## src/design/erm_pkg.sv

```systemverilog
package erm_pkg;

  localparam int WINDOW     = 7;
  localparam int FRAC_BITS  = 8;
  localparam int IDX_W      = $clog2(WINDOW);
  localparam int CNT_W      = $clog2(WINDOW + 1);
  localparam int MED_POS    = WINDOW / 2;

  localparam int WIDTH_W    = 16;
  localparam int COEF_W     = 16;
  localparam int CM_W       = 10;
  localparam int ALPHA_W    = 9;
  localparam int DIST_W     = 18;
  localparam int CFG_IDX_W  = 2;
  localparam int CFG_DATA_W = 16;

  localparam int PROD_W     = WIDTH_W + COEF_W;
  localparam int SUM_W      = PROD_W + 1;
  localparam int SHIFT      = 16 - FRAC_BITS;
  localparam int ROUND_HALF = (SHIFT > 0) ? (1 << (SHIFT - 1)) : 0;

  localparam int EMA_P_W    = ALPHA_W + DIST_W;
  localparam int EMA_SUM_W  = EMA_P_W + 1;
  localparam int EMA_SHIFT  = 8;
  localparam int EMA_HALF   = 1 << (EMA_SHIFT - 1);

  localparam logic [DIST_W-1:0]  DIST_MAX  = '1;
  localparam logic [ALPHA_W-1:0] ALPHA_ONE = ALPHA_W'(256);

  localparam logic [COEF_W-1:0]  COEF_RST  = COEF_W'(1124);
  localparam logic [CM_W-1:0]    MIN_RST   = CM_W'(20);
  localparam logic [CM_W-1:0]    MAX_RST   = CM_W'(400);
  localparam logic [ALPHA_W-1:0] ALPHA_RST = ALPHA_W'(77);

  typedef enum logic [CFG_IDX_W-1:0] {
    REG_COEF,
    REG_MIN,
    REG_MAX,
    REG_ALPHA
  } reg_idx_t;

  typedef enum logic [2:0] {
    ST_IDLE,
    ST_CONV,
    ST_CHECK,
    ST_MED,
    ST_MUL,
    ST_ADD,
    ST_DONE
  } state_t;

  typedef struct packed {
    logic load_in;
    logic conv;
    logic check;
    logic med_step;
    logic ema_mul;
    logic ema_add;
    logic out_load;
  } cmd_t;

  typedef struct packed {
    logic ok;
    logic full_after;
    logic med_hit;
    logic out_free;
  } stat_t;

endpackage

```

## src/design/erm_if.sv

```systemverilog
interface erm_in_if;
  logic                          valid;
  logic                          ready;
  logic [erm_pkg::WIDTH_W-1:0]   echo_width_us;

  modport source (output valid, output echo_width_us, input ready);
  modport sink   (input valid, input echo_width_us, output ready);
endinterface

interface erm_out_if;
  logic                          valid;
  logic                          ready;
  logic [erm_pkg::DIST_W-1:0]    distance_q8;
  logic                          valid_res;
  logic                          filtered;

  modport source (output valid, output distance_q8, output valid_res, output filtered,
                  input ready);
  modport sink   (input valid, input distance_q8, input valid_res, input filtered,
                  output ready);
endinterface

```

## src/design/erm_ctrl.sv

```systemverilog
module erm_ctrl (
  input  logic           clk,
  input  logic           rst_n,
  input  logic           in_valid,
  output logic           in_ready,
  input  erm_pkg::stat_t stat,
  output erm_pkg::cmd_t  cmd
);
  import erm_pkg::*;

  state_t state_r, state_nxt;

  always_ff @(posedge clk) begin
    if (!rst_n) begin
      state_r <= ST_IDLE;
    end else begin
      state_r <= state_nxt;
    end
  end

  always_comb begin
    state_nxt = state_r;
    cmd       = '0;
    in_ready  = 1'b0;
    case (state_r)
      ST_IDLE: begin
        in_ready = 1'b1;
        if (in_valid) begin
          cmd.load_in = 1'b1;
          state_nxt   = ST_CONV;
        end
      end
      ST_CONV: begin
        cmd.conv  = 1'b1;
        state_nxt = ST_CHECK;
      end
      ST_CHECK: begin
        cmd.check = 1'b1;
        state_nxt = (stat.ok && stat.full_after) ? ST_MED : ST_DONE;
      end
      ST_MED: begin
        cmd.med_step = 1'b1;
        if (stat.med_hit) begin
          state_nxt = ST_MUL;
        end
      end
      ST_MUL: begin
        cmd.ema_mul = 1'b1;
        state_nxt   = ST_ADD;
      end
      ST_ADD: begin
        cmd.ema_add = 1'b1;
        state_nxt   = ST_DONE;
      end
      ST_DONE: begin
        if (stat.out_free) begin
          cmd.out_load = 1'b1;
          state_nxt    = ST_IDLE;
        end
      end
      default: begin
        state_nxt = ST_IDLE;
      end
    endcase
  end

endmodule

```

## src/design/erm_dp.sv

```systemverilog
module erm_dp (
  input  logic                            clk,
  input  logic                            rst_n,
  input  logic                            cfg_we,
  input  logic [erm_pkg::CFG_IDX_W-1:0]   cfg_index,
  input  logic [erm_pkg::CFG_DATA_W-1:0]  cfg_data,
  input  logic [erm_pkg::WIDTH_W-1:0]     in_echo_width_us,
  input  erm_pkg::cmd_t                   cmd,
  output erm_pkg::stat_t                  stat,
  output logic                            out_valid,
  input  logic                            out_ready,
  output logic [erm_pkg::DIST_W-1:0]      out_distance_q8,
  output logic                            out_valid_res,
  output logic                            out_filtered
);
  import erm_pkg::*;

  logic [COEF_W-1:0]  coef_r;
  logic [CM_W-1:0]    min_r;
  logic [CM_W-1:0]    max_r;
  logic [ALPHA_W-1:0] alpha_r;

  logic [WIDTH_W-1:0] width_r;
  logic [SUM_W-1:0]   raw_r;

  logic [DIST_W-1:0]  store_r [WINDOW];
  logic [IDX_W-1:0]   slot_r;
  logic               full_r;
  logic [DIST_W-1:0]  smooth_r;

  logic [IDX_W-1:0]   cand_r;
  logic [DIST_W-1:0]  med_r;
  logic [EMA_P_W-1:0] p1_r;
  logic [EMA_P_W-1:0] p2_r;

  logic [DIST_W-1:0]  res_dist_r;
  logic               res_valid_r;
  logic               res_filt_r;

  logic               out_valid_r;
  logic [DIST_W-1:0]  out_dist_r;
  logic               out_vres_r;
  logic               out_filt_r;

  logic [PROD_W-1:0]  prod;
  logic [SUM_W-1:0]   raw_nxt;
  logic [SUM_W-1:0]   lo_bound;
  logic [SUM_W-1:0]   hi_bound;
  logic               ok;
  logic [DIST_W-1:0]  dist_val;
  logic               slot_last;

  logic [DIST_W-1:0]  cand_val;
  logic [CNT_W-1:0]   lt_cnt;
  logic [CNT_W-1:0]   le_cnt;
  logic               med_hit;

  logic [ALPHA_W-1:0]   a_eff;
  logic [ALPHA_W-1:0]   a_inv;
  logic [EMA_SUM_W-1:0] ema_sum;
  logic [EMA_SUM_W-EMA_SHIFT-1:0] ema_shr;
  logic [DIST_W-1:0]    smooth_nxt;

  always_comb begin
    prod     = PROD_W'(width_r) * PROD_W'(coef_r);
    raw_nxt  = (SUM_W'(prod) + SUM_W'(ROUND_HALF)) >> SHIFT;
    lo_bound = SUM_W'(min_r) << FRAC_BITS;
    hi_bound = SUM_W'(max_r) << FRAC_BITS;
    ok       = (width_r != '0) && (raw_r >= lo_bound) && (raw_r <= hi_bound);
    dist_val = (raw_r > SUM_W'(DIST_MAX)) ? DIST_MAX : raw_r[DIST_W-1:0];
    slot_last = (slot_r == IDX_W'(WINDOW - 1));
  end

  always_comb begin
    cand_val = store_r[cand_r];
    lt_cnt   = '0;
    le_cnt   = '0;
    for (int i = 0; i < WINDOW; i++) begin
      lt_cnt = lt_cnt + CNT_W'(store_r[i] <  cand_val);
      le_cnt = le_cnt + CNT_W'(store_r[i] <= cand_val);
    end
    med_hit = (lt_cnt <= CNT_W'(MED_POS)) && (le_cnt > CNT_W'(MED_POS));
  end

  always_comb begin
    a_eff      = (alpha_r > ALPHA_ONE) ? ALPHA_ONE : alpha_r;
    a_inv      = ALPHA_ONE - a_eff;
    ema_sum    = EMA_SUM_W'(p1_r) + EMA_SUM_W'(p2_r) + EMA_SUM_W'(EMA_HALF);
    ema_shr    = ema_sum[EMA_SUM_W-1:EMA_SHIFT];
    smooth_nxt = (ema_shr > (EMA_SUM_W-EMA_SHIFT)'(DIST_MAX)) ? DIST_MAX
                                                              : ema_shr[DIST_W-1:0];
  end

  always_ff @(posedge clk) begin
    if (!rst_n) begin
      coef_r  <= COEF_RST;
      min_r   <= MIN_RST;
      max_r   <= MAX_RST;
      alpha_r <= ALPHA_RST;
    end else if (cfg_we) begin
      case (reg_idx_t'(cfg_index))
        REG_COEF:  coef_r  <= cfg_data[COEF_W-1:0];
        REG_MIN:   min_r   <= cfg_data[CM_W-1:0];
        REG_MAX:   max_r   <= cfg_data[CM_W-1:0];
        REG_ALPHA: alpha_r <= cfg_data[ALPHA_W-1:0];
        default: begin
        end
      endcase
    end
  end

  always_ff @(posedge clk) begin
    if (!rst_n) begin
      slot_r   <= '0;
      full_r   <= 1'b0;
      smooth_r <= '0;
      for (int i = 0; i < WINDOW; i++) begin
        store_r[i] <= '0;
      end
    end else begin
      if (cmd.check && ok) begin
        store_r[slot_r] <= dist_val;
        slot_r          <= slot_last ? '0 : slot_r + IDX_W'(1);
        if (slot_last) begin
          full_r <= 1'b1;
        end
      end
      if (cmd.ema_add) begin
        smooth_r <= smooth_nxt;
      end
    end
  end

  always_ff @(posedge clk) begin
    if (cmd.load_in) begin
      width_r <= in_echo_width_us;
    end
    if (cmd.conv) begin
      raw_r <= raw_nxt;
    end
    if (cmd.check) begin
      cand_r      <= '0;
      res_dist_r  <= ok ? dist_val : '0;
      res_valid_r <= ok;
      res_filt_r  <= 1'b0;
    end
    if (cmd.med_step) begin
      if (med_hit) begin
        med_r <= cand_val;
      end else begin
        cand_r <= cand_r + IDX_W'(1);
      end
    end
    if (cmd.ema_mul) begin
      p1_r <= EMA_P_W'(a_eff) * EMA_P_W'(med_r);
      p2_r <= EMA_P_W'(a_inv) * EMA_P_W'(smooth_r);
    end
    if (cmd.ema_add) begin
      res_dist_r  <= smooth_nxt;
      res_valid_r <= 1'b1;
      res_filt_r  <= 1'b1;
    end
  end

  always_ff @(posedge clk) begin
    if (!rst_n) begin
      out_valid_r <= 1'b0;
    end else if (cmd.out_load) begin
      out_valid_r <= 1'b1;
    end else if (out_ready) begin
      out_valid_r <= 1'b0;
    end
  end

  always_ff @(posedge clk) begin
    if (cmd.out_load) begin
      out_dist_r <= res_dist_r;
      out_vres_r <= res_valid_r;
      out_filt_r <= res_filt_r;
    end
  end

  assign stat.ok         = ok;
  assign stat.full_after = full_r || slot_last;
  assign stat.med_hit    = med_hit;
  assign stat.out_free   = !out_valid_r || out_ready;

  assign out_valid       = out_valid_r;
  assign out_distance_q8 = out_dist_r;
  assign out_valid_res   = out_vres_r;
  assign out_filtered    = out_filt_r;

endmodule

```

## src/design/echo_range_median_ema_filter.sv

```systemverilog
// Ultrasonic echo range filter. Each item carries one echo width in microseconds
// (0 = no echo) and gives exactly one result: the distance in Q8 centimetres, a
// valid flag and a filtered flag. Widths converting outside [min, max] cm give an
// all-zero result and leave the window untouched. During the first six valid
// readings the raw distance is returned; from the seventh on the median of the
// seven-entry window drives an EMA (alpha in Q8), and the EMA value is returned.
// One item is in work at a time: an invalid or fill-phase item passes through
// conversion and range check to the output register; a filtered item also goes
// through the median rank search, which tests one window entry per cycle, and
// the EMA multiply and add steps before it reaches the output register. A
// finished result waits until the output register is free or being read. The
// next item is taken while a result waits in the output register.
// Configuration writes are meant for idle periods.
module echo_range_median_ema_filter (
  input  logic                            clk,
  input  logic                            rst_n,
  input  logic                            cfg_we,
  input  logic [erm_pkg::CFG_IDX_W-1:0]   cfg_index,
  input  logic [erm_pkg::CFG_DATA_W-1:0]  cfg_data,
  erm_in_if.sink                          in_ch,
  erm_out_if.source                       out_ch
);
  import erm_pkg::*;

  cmd_t  cmd;
  stat_t stat;

  erm_ctrl u_ctrl (
    .clk      (clk),
    .rst_n    (rst_n),
    .in_valid (in_ch.valid),
    .in_ready (in_ch.ready),
    .stat     (stat),
    .cmd      (cmd)
  );

  erm_dp u_dp (
    .clk              (clk),
    .rst_n            (rst_n),
    .cfg_we           (cfg_we),
    .cfg_index        (cfg_index),
    .cfg_data         (cfg_data),
    .in_echo_width_us (in_ch.echo_width_us),
    .cmd              (cmd),
    .stat             (stat),
    .out_valid        (out_ch.valid),
    .out_ready        (out_ch.ready),
    .out_distance_q8  (out_ch.distance_q8),
    .out_valid_res    (out_ch.valid_res),
    .out_filtered     (out_ch.filtered)
  );

endmodule

```

## src/flat_wrapper.sv

```systemverilog
// flat-port wrapper written by rule: the top's interface ports become plain ports
module echo_range_median_ema_filter_flat import erm_pkg::*;
  (clk, rst_n, cfg_we, cfg_index, cfg_data, in_ch_valid, in_ch_echo_width_us, in_ch_ready, out_ch_valid, out_ch_distance_q8, out_ch_valid_res, out_ch_filtered, out_ch_ready);
  erm_in_if in_ch_i ();
  erm_out_if out_ch_i ();
  input  logic clk;
  input  logic rst_n;
  input  logic cfg_we;
  input  logic [erm_pkg::CFG_IDX_W-1:0] cfg_index;
  input  logic [erm_pkg::CFG_DATA_W-1:0] cfg_data;
  input wire logic [$bits(in_ch_i.valid)-1:0] in_ch_valid;
  input wire logic [$bits(in_ch_i.echo_width_us)-1:0] in_ch_echo_width_us;
  output wire logic [$bits(in_ch_i.ready)-1:0] in_ch_ready;
  output wire logic [$bits(out_ch_i.valid)-1:0] out_ch_valid;
  output wire logic [$bits(out_ch_i.distance_q8)-1:0] out_ch_distance_q8;
  output wire logic [$bits(out_ch_i.valid_res)-1:0] out_ch_valid_res;
  output wire logic [$bits(out_ch_i.filtered)-1:0] out_ch_filtered;
  input wire logic [$bits(out_ch_i.ready)-1:0] out_ch_ready;
  assign in_ch_i.valid = in_ch_valid;
  assign in_ch_i.echo_width_us = in_ch_echo_width_us;
  assign in_ch_ready = in_ch_i.ready;
  assign out_ch_valid = out_ch_i.valid;
  assign out_ch_distance_q8 = out_ch_i.distance_q8;
  assign out_ch_valid_res = out_ch_i.valid_res;
  assign out_ch_filtered = out_ch_i.filtered;
  assign out_ch_i.ready = out_ch_ready;
  echo_range_median_ema_filter u_core (.clk(clk), .rst_n(rst_n), .cfg_we(cfg_we), .cfg_index(cfg_index), .cfg_data(cfg_data), .in_ch(in_ch_i), .out_ch(out_ch_i));
endmodule
```

## config.mk

```make
export PLATFORM = sky130hd
export DESIGN_NAME = echo_range_median_ema_filter_flat
export DESIGN_NICKNAME = d
export VERILOG_FILES = /design/src/design/erm_pkg.sv /design/src/design/erm_if.sv /design/src/design/erm_ctrl.sv /design/src/design/erm_dp.sv /design/src/design/echo_range_median_ema_filter.sv /design/src/flat_wrapper.sv
export SDC_FILE = /design/constraint.sdc
export NUM_CORES = 2
export LEC_CHECK = 0
export BUFFER_PORTS_ARGS = -buffer_cell sky130_fd_sc_hd__buf_2
export CORE_MARGIN = 5
export CORE_UTILIZATION = 40
export DETAILED_ROUTE_END_ITERATION = 10
export SLEW_MARGIN = 20
export SYNTH_ARGS = -nofsm -noshare
export SYNTH_HDL_FRONTEND = slang
export SYNTH_SLANG_ARGS = --single-unit
```

## constraint.sdc

```tcl
create_clock -name clk -period 8.08 [get_ports clk]
set_input_delay 0.404 -clock clk [delete_from_list [all_inputs] [get_ports clk]]
set_output_delay 0.404 -clock clk [all_outputs]
set_load 0.01 [all_outputs]
```

==> out/metrics.csv <==
stage,metric,value,unit
run_status,status,"finished, final reports clean",
clock_tree,CTS Sinks,371,
sta,final setup fails,0,
sta,worst hold slack,57.12,ps
finish,ANT cells,0,
placed_design,Port Buffers,60,
synthesis,Post-synth EDFFs,277,
sta,"Hold Vio Cnt, Final",0,
placed_design,DP HPWL,73380,um
power_and_ir_drop,largest vdd supply drop,0.0003836,V
synthesis,Syn Nets,4594,
sta,normalized max-slew margin,22.13,%
detailed_routing,WL per Instance,18.85,um
synthesis,Netlist cell types,74,
setup_path,CP Class,reg2reg,
sta,worst slew pin tran,1164,ps
synthesis,syn_area_per_cell,9.961,um^2
clock_tree,"Reg clk slew, reported paths",60,ps
detailed_routing,via count,26250,
floorplan,Initial Utilization,40.34,%
global_routing,initial antenna violation count,1,
global_routing,GRT Residual Overflow,0,
global_routing,number of global-route vias before repair,27460,
detailed_routing,"wirelength, routed",94590,um
setup_path,WP data required,8430,ps
clock_tree,# H-tree levels,2,
clock_tree,postcts setup bufs,0,
clock_tree,CTS buffer count,44,
flow_run,Max Cap Viol,0,
finish,Area Overhead vs Synth,9.291,%
floorplan,Die Y,314.3,um
synthesis,synth warn,0,
setup_path,critical path launch point type,flip-flop,
detailed_routing,Initial DRT Pass Iterations,5,
power_and_ir_drop,Pwr Density,285.4,nW/um^2
sta,Max Clock Freq,140.7,MHz
clock_tree,CTS tree,yes,
setup_path,Crit Path Max Fanout,21,
global_routing,gr usage total,19.54,%
finish,fin util,44.09,%
finish,layout cell share with drive strength beyond 1,7.627,%
finish,Layout Nets,4616,
sta,Final Critical Period,7108,ps
sta,ratio of final minimum period to clock period,87.98,%
floorplan,Die ar.,98770,um^2
sta,slack of the critical path,971.6,ps
placed_design,Final GP Congestion,0.9046,
detailed_routing,via/cell ratio,5.230,
placed_design,pre-CTS WS,1109,ps
synthesis,Yosys reg bits,371,
floorplan,io pins,61,
clock_tree,Bufs on Longest Clock Path,3,
floorplan,std cell rows,111,
sta,Post-Route Skew,25.33,ps
finish,final std cells w/o fill,5019,
synthesis,Syn Std Cell Area,37030,um^2
setup_path,worst path arrival time,7460,ps
floorplan,Core Box Area,91800,um^2
detailed_routing,drt drc,0,
global_routing,largest net degree at the start of global routing,73,
power_and_ir_drop,Pleak,18.78,nW
synthesis,Async SR Flop Fraction,0,%
synthesis,Post-Syn Instances,3718,
sta,"Slew Viols, Final",0,
synthesis,register area share after synthesis,27.54,%
sta,RSZ-0062 raised after global routing,no,
floorplan,width of the die,314.3,um
global_routing,first-pass GRT wire length,152900,um
clock_tree,Root Driver,clkbuf_16,
min_path,Hold Path Class,in2reg,
synthesis,Main synth FF type,edfxtp_1,
placed_design,Placed Cells,4921,
detailed_routing,Detailed Route Iter0 Violations,1677,
finish,number of fill cells,8723,
clock_tree,clock latency on the worst-skew pair,600,ps
setup_path,crit path capture type,flip-flop,
sta,setup TNS,0,ps
detailed_routing,Antenna Nets Post-Route,0,
kinds of logic after synthesis:
group	share of synthesized area, %
DFF	27.54
xor gates and xnor gates	1.868
muxes	2.919
and+or+nand+nor	15.31
buffers and inverters	7.531
AOI/OAI and AO/OA	7.899
adders and majority gates	36.93
power by group:
| part | leakage (nW) | switching (W) | total (W) | internal (W) |
|---|---|---|---|---|
| Clock | 0.754 | 0.000853 | 0.00213 | 0.00127 |
| Sequential | 3.49 | 0.000282 | 0.00286 | 0.00258 |
| Combinational | 14.5 | 0.00380 | 0.00656 | 0.00277 |
flip-flops by register name, indices dropped and copies added (netlist names), 10 cells and up:
name                         flops
u_core.u_dp.coef_r              16
u_core.u_dp.raw_r               25
u_core.u_dp.p1_r                27
u_core.u_dp.max_r               10
u_core.u_dp.width_r             16
u_core.u_dp.res_dist_r          18
u_core.u_dp.min_r               10
u_core.u_dp.smooth_r            18
u_core.u_dp.out_distance_q8     18
u_core.u_dp.med_r               18
u_core.u_dp.store_r            144
u_core.u_dp.p2_r                27
cell usage in the layout (no fill, tap or decap), types with 50 or more instances in the layout:
cell type / instances
nand2_1: 488
inv_1: 569
edfxtp_1: 277
a21o_1: 68
dfxtp_1: 92
ha_1: 410
o21ai_0: 71
buf_2: 60
buf_4: 62
nor2_1: 190
nor3_1: 82
and2_1: 219
xnor2_1: 50
a21oi_1: 156
fa_1: 427
through the flow:
| step | cell area [um^2] | total power [W] |
|---|---|---|
| after floorplan | 37030 | 0.007705 |
| after global placement | 38770 | 0.009424 |
| after detailed placement | 38770 | 0.009490 |
| after CTS | 40470 | 0.01170 |
| after global routing | 40480 | 0.01264 |
| final | 40480 | 0.01155 |
metal layers:
metal	global-route usage, %	vias up	wire [um]
met5	0	-	0
met4	4.671	0	2311
met3	3.423	120	6240
met2	32.14	734	44310
met1	27.14	13160	41730
li1	-	12240	-
cell usage after synthesis, drive strengths merged, types with 4 or more instances:
| library cell | number | area, um^2 |
|---|---|---|
| and2 | 219 | 1370 |
| edfxtp | 277 | 8318 |
| dfxtp | 94 | 1882 |
| or3 | 5 | 31.28 |
| nand3b | 4 | 30.03 |
| a21oi | 156 | 780.8 |
| inv | 570 | 2140 |
| nor3 | 82 | 410.4 |
| o31ai | 6 | 45.04 |
| a221oi | 6 | 52.55 |
| nor4 | 12 | 105.1 |
| nand4 | 34 | 234.0 |
| o21ai | 76 | 384.1 |
| nor2b | 43 | 269.0 |
| xnor2 | 50 | 437.9 |
| and3 | 10 | 62.56 |
| nand3 | 45 | 240.2 |
| o21a | 38 | 285.3 |
| xor2 | 29 | 254.0 |
| or2 | 12 | 75.07 |
| fa | 427 | 8548 |
| o21bai | 11 | 82.58 |
| clkbuf | 112 | 420.4 |
| o211ai | 10 | 75.07 |
| nand2 | 489 | 1838 |
| nor2 | 194 | 728.2 |
| a31oi | 10 | 62.56 |
| a21o | 68 | 510.5 |
| nand2b | 22 | 137.6 |
| a21boi | 4 | 30.03 |
| nor3b | 6 | 45.04 |
| a211o | 6 | 52.55 |
| mux4 | 36 | 810.8 |
| o221a | 4 | 45.04 |
| or4 | 4 | 30.03 |
| mux2i | 27 | 270.3 |
| buf | 50 | 225.2 |
| a211oi | 28 | 275.3 |
| ha | 410 | 5130 |
cell type report:
cell class	count	area [um^2]	share of cell area, %
inverters	571	2143	5.295
multi-input cells	2614	24110	59.57
clock inverters	25	305.3	0.7543
repair buffers	138	925.9	2.288
flip-flops and latches	371	10200	25.21
clock buffers	57	1232	3.045
well taps	1243	1555	3.842
path summary, 6_finish.rpt:
kind | from | end | slack (ps) | depth (start not counted)
max | u_core.u_dp.alpha_r[8]$_SDFFE_PN0P_ | u_core.u_dp.p2_r[25]$_DFFE_PP_ | 970 | 23
min | cfg_data[14] | u_core.u_dp.coef_r[14]$_SDFFE_PN0P_ | 60 | 3
max reg2reg | u_core.u_dp.alpha_r[8]$_SDFFE_PN0P_ | u_core.u_dp.p2_r[25]$_DFFE_PP_ | 970 | 23
min reg2reg | u_core.u_dp.res_dist_r[8]$_DFFE_PP_ | u_core.u_dp.out_distance_q8[8]$_DFFE_PP_ | 420 | 0
worst max-delay path: stages (launching register included):
cell and delay (ps):
dfxtp_1 630, nor2b_1 90, buf_4 250, nor4_1 390, nand2_1 170, xor2_1 600
nand2_1 150, fa_1 480, fa_1 540, inv_1 50, fa_1 530, inv_1 50
fa_1 530, inv_1 40, ha_1 220, or3_1 400, and3_1 200, a22o_1 190
a41oi_1 250, a21oi_1 180, a41oi_1 440, o311ai_0 220, o211ai_1 150, xnor2_1 90
repair_timing:
item / CTS / global route
hold buffers: 16 / 0
endpoints found under the hold margin: 16 / 0
gates resized for setup: 0 / 0
Power figures use the tool's default switching activity.
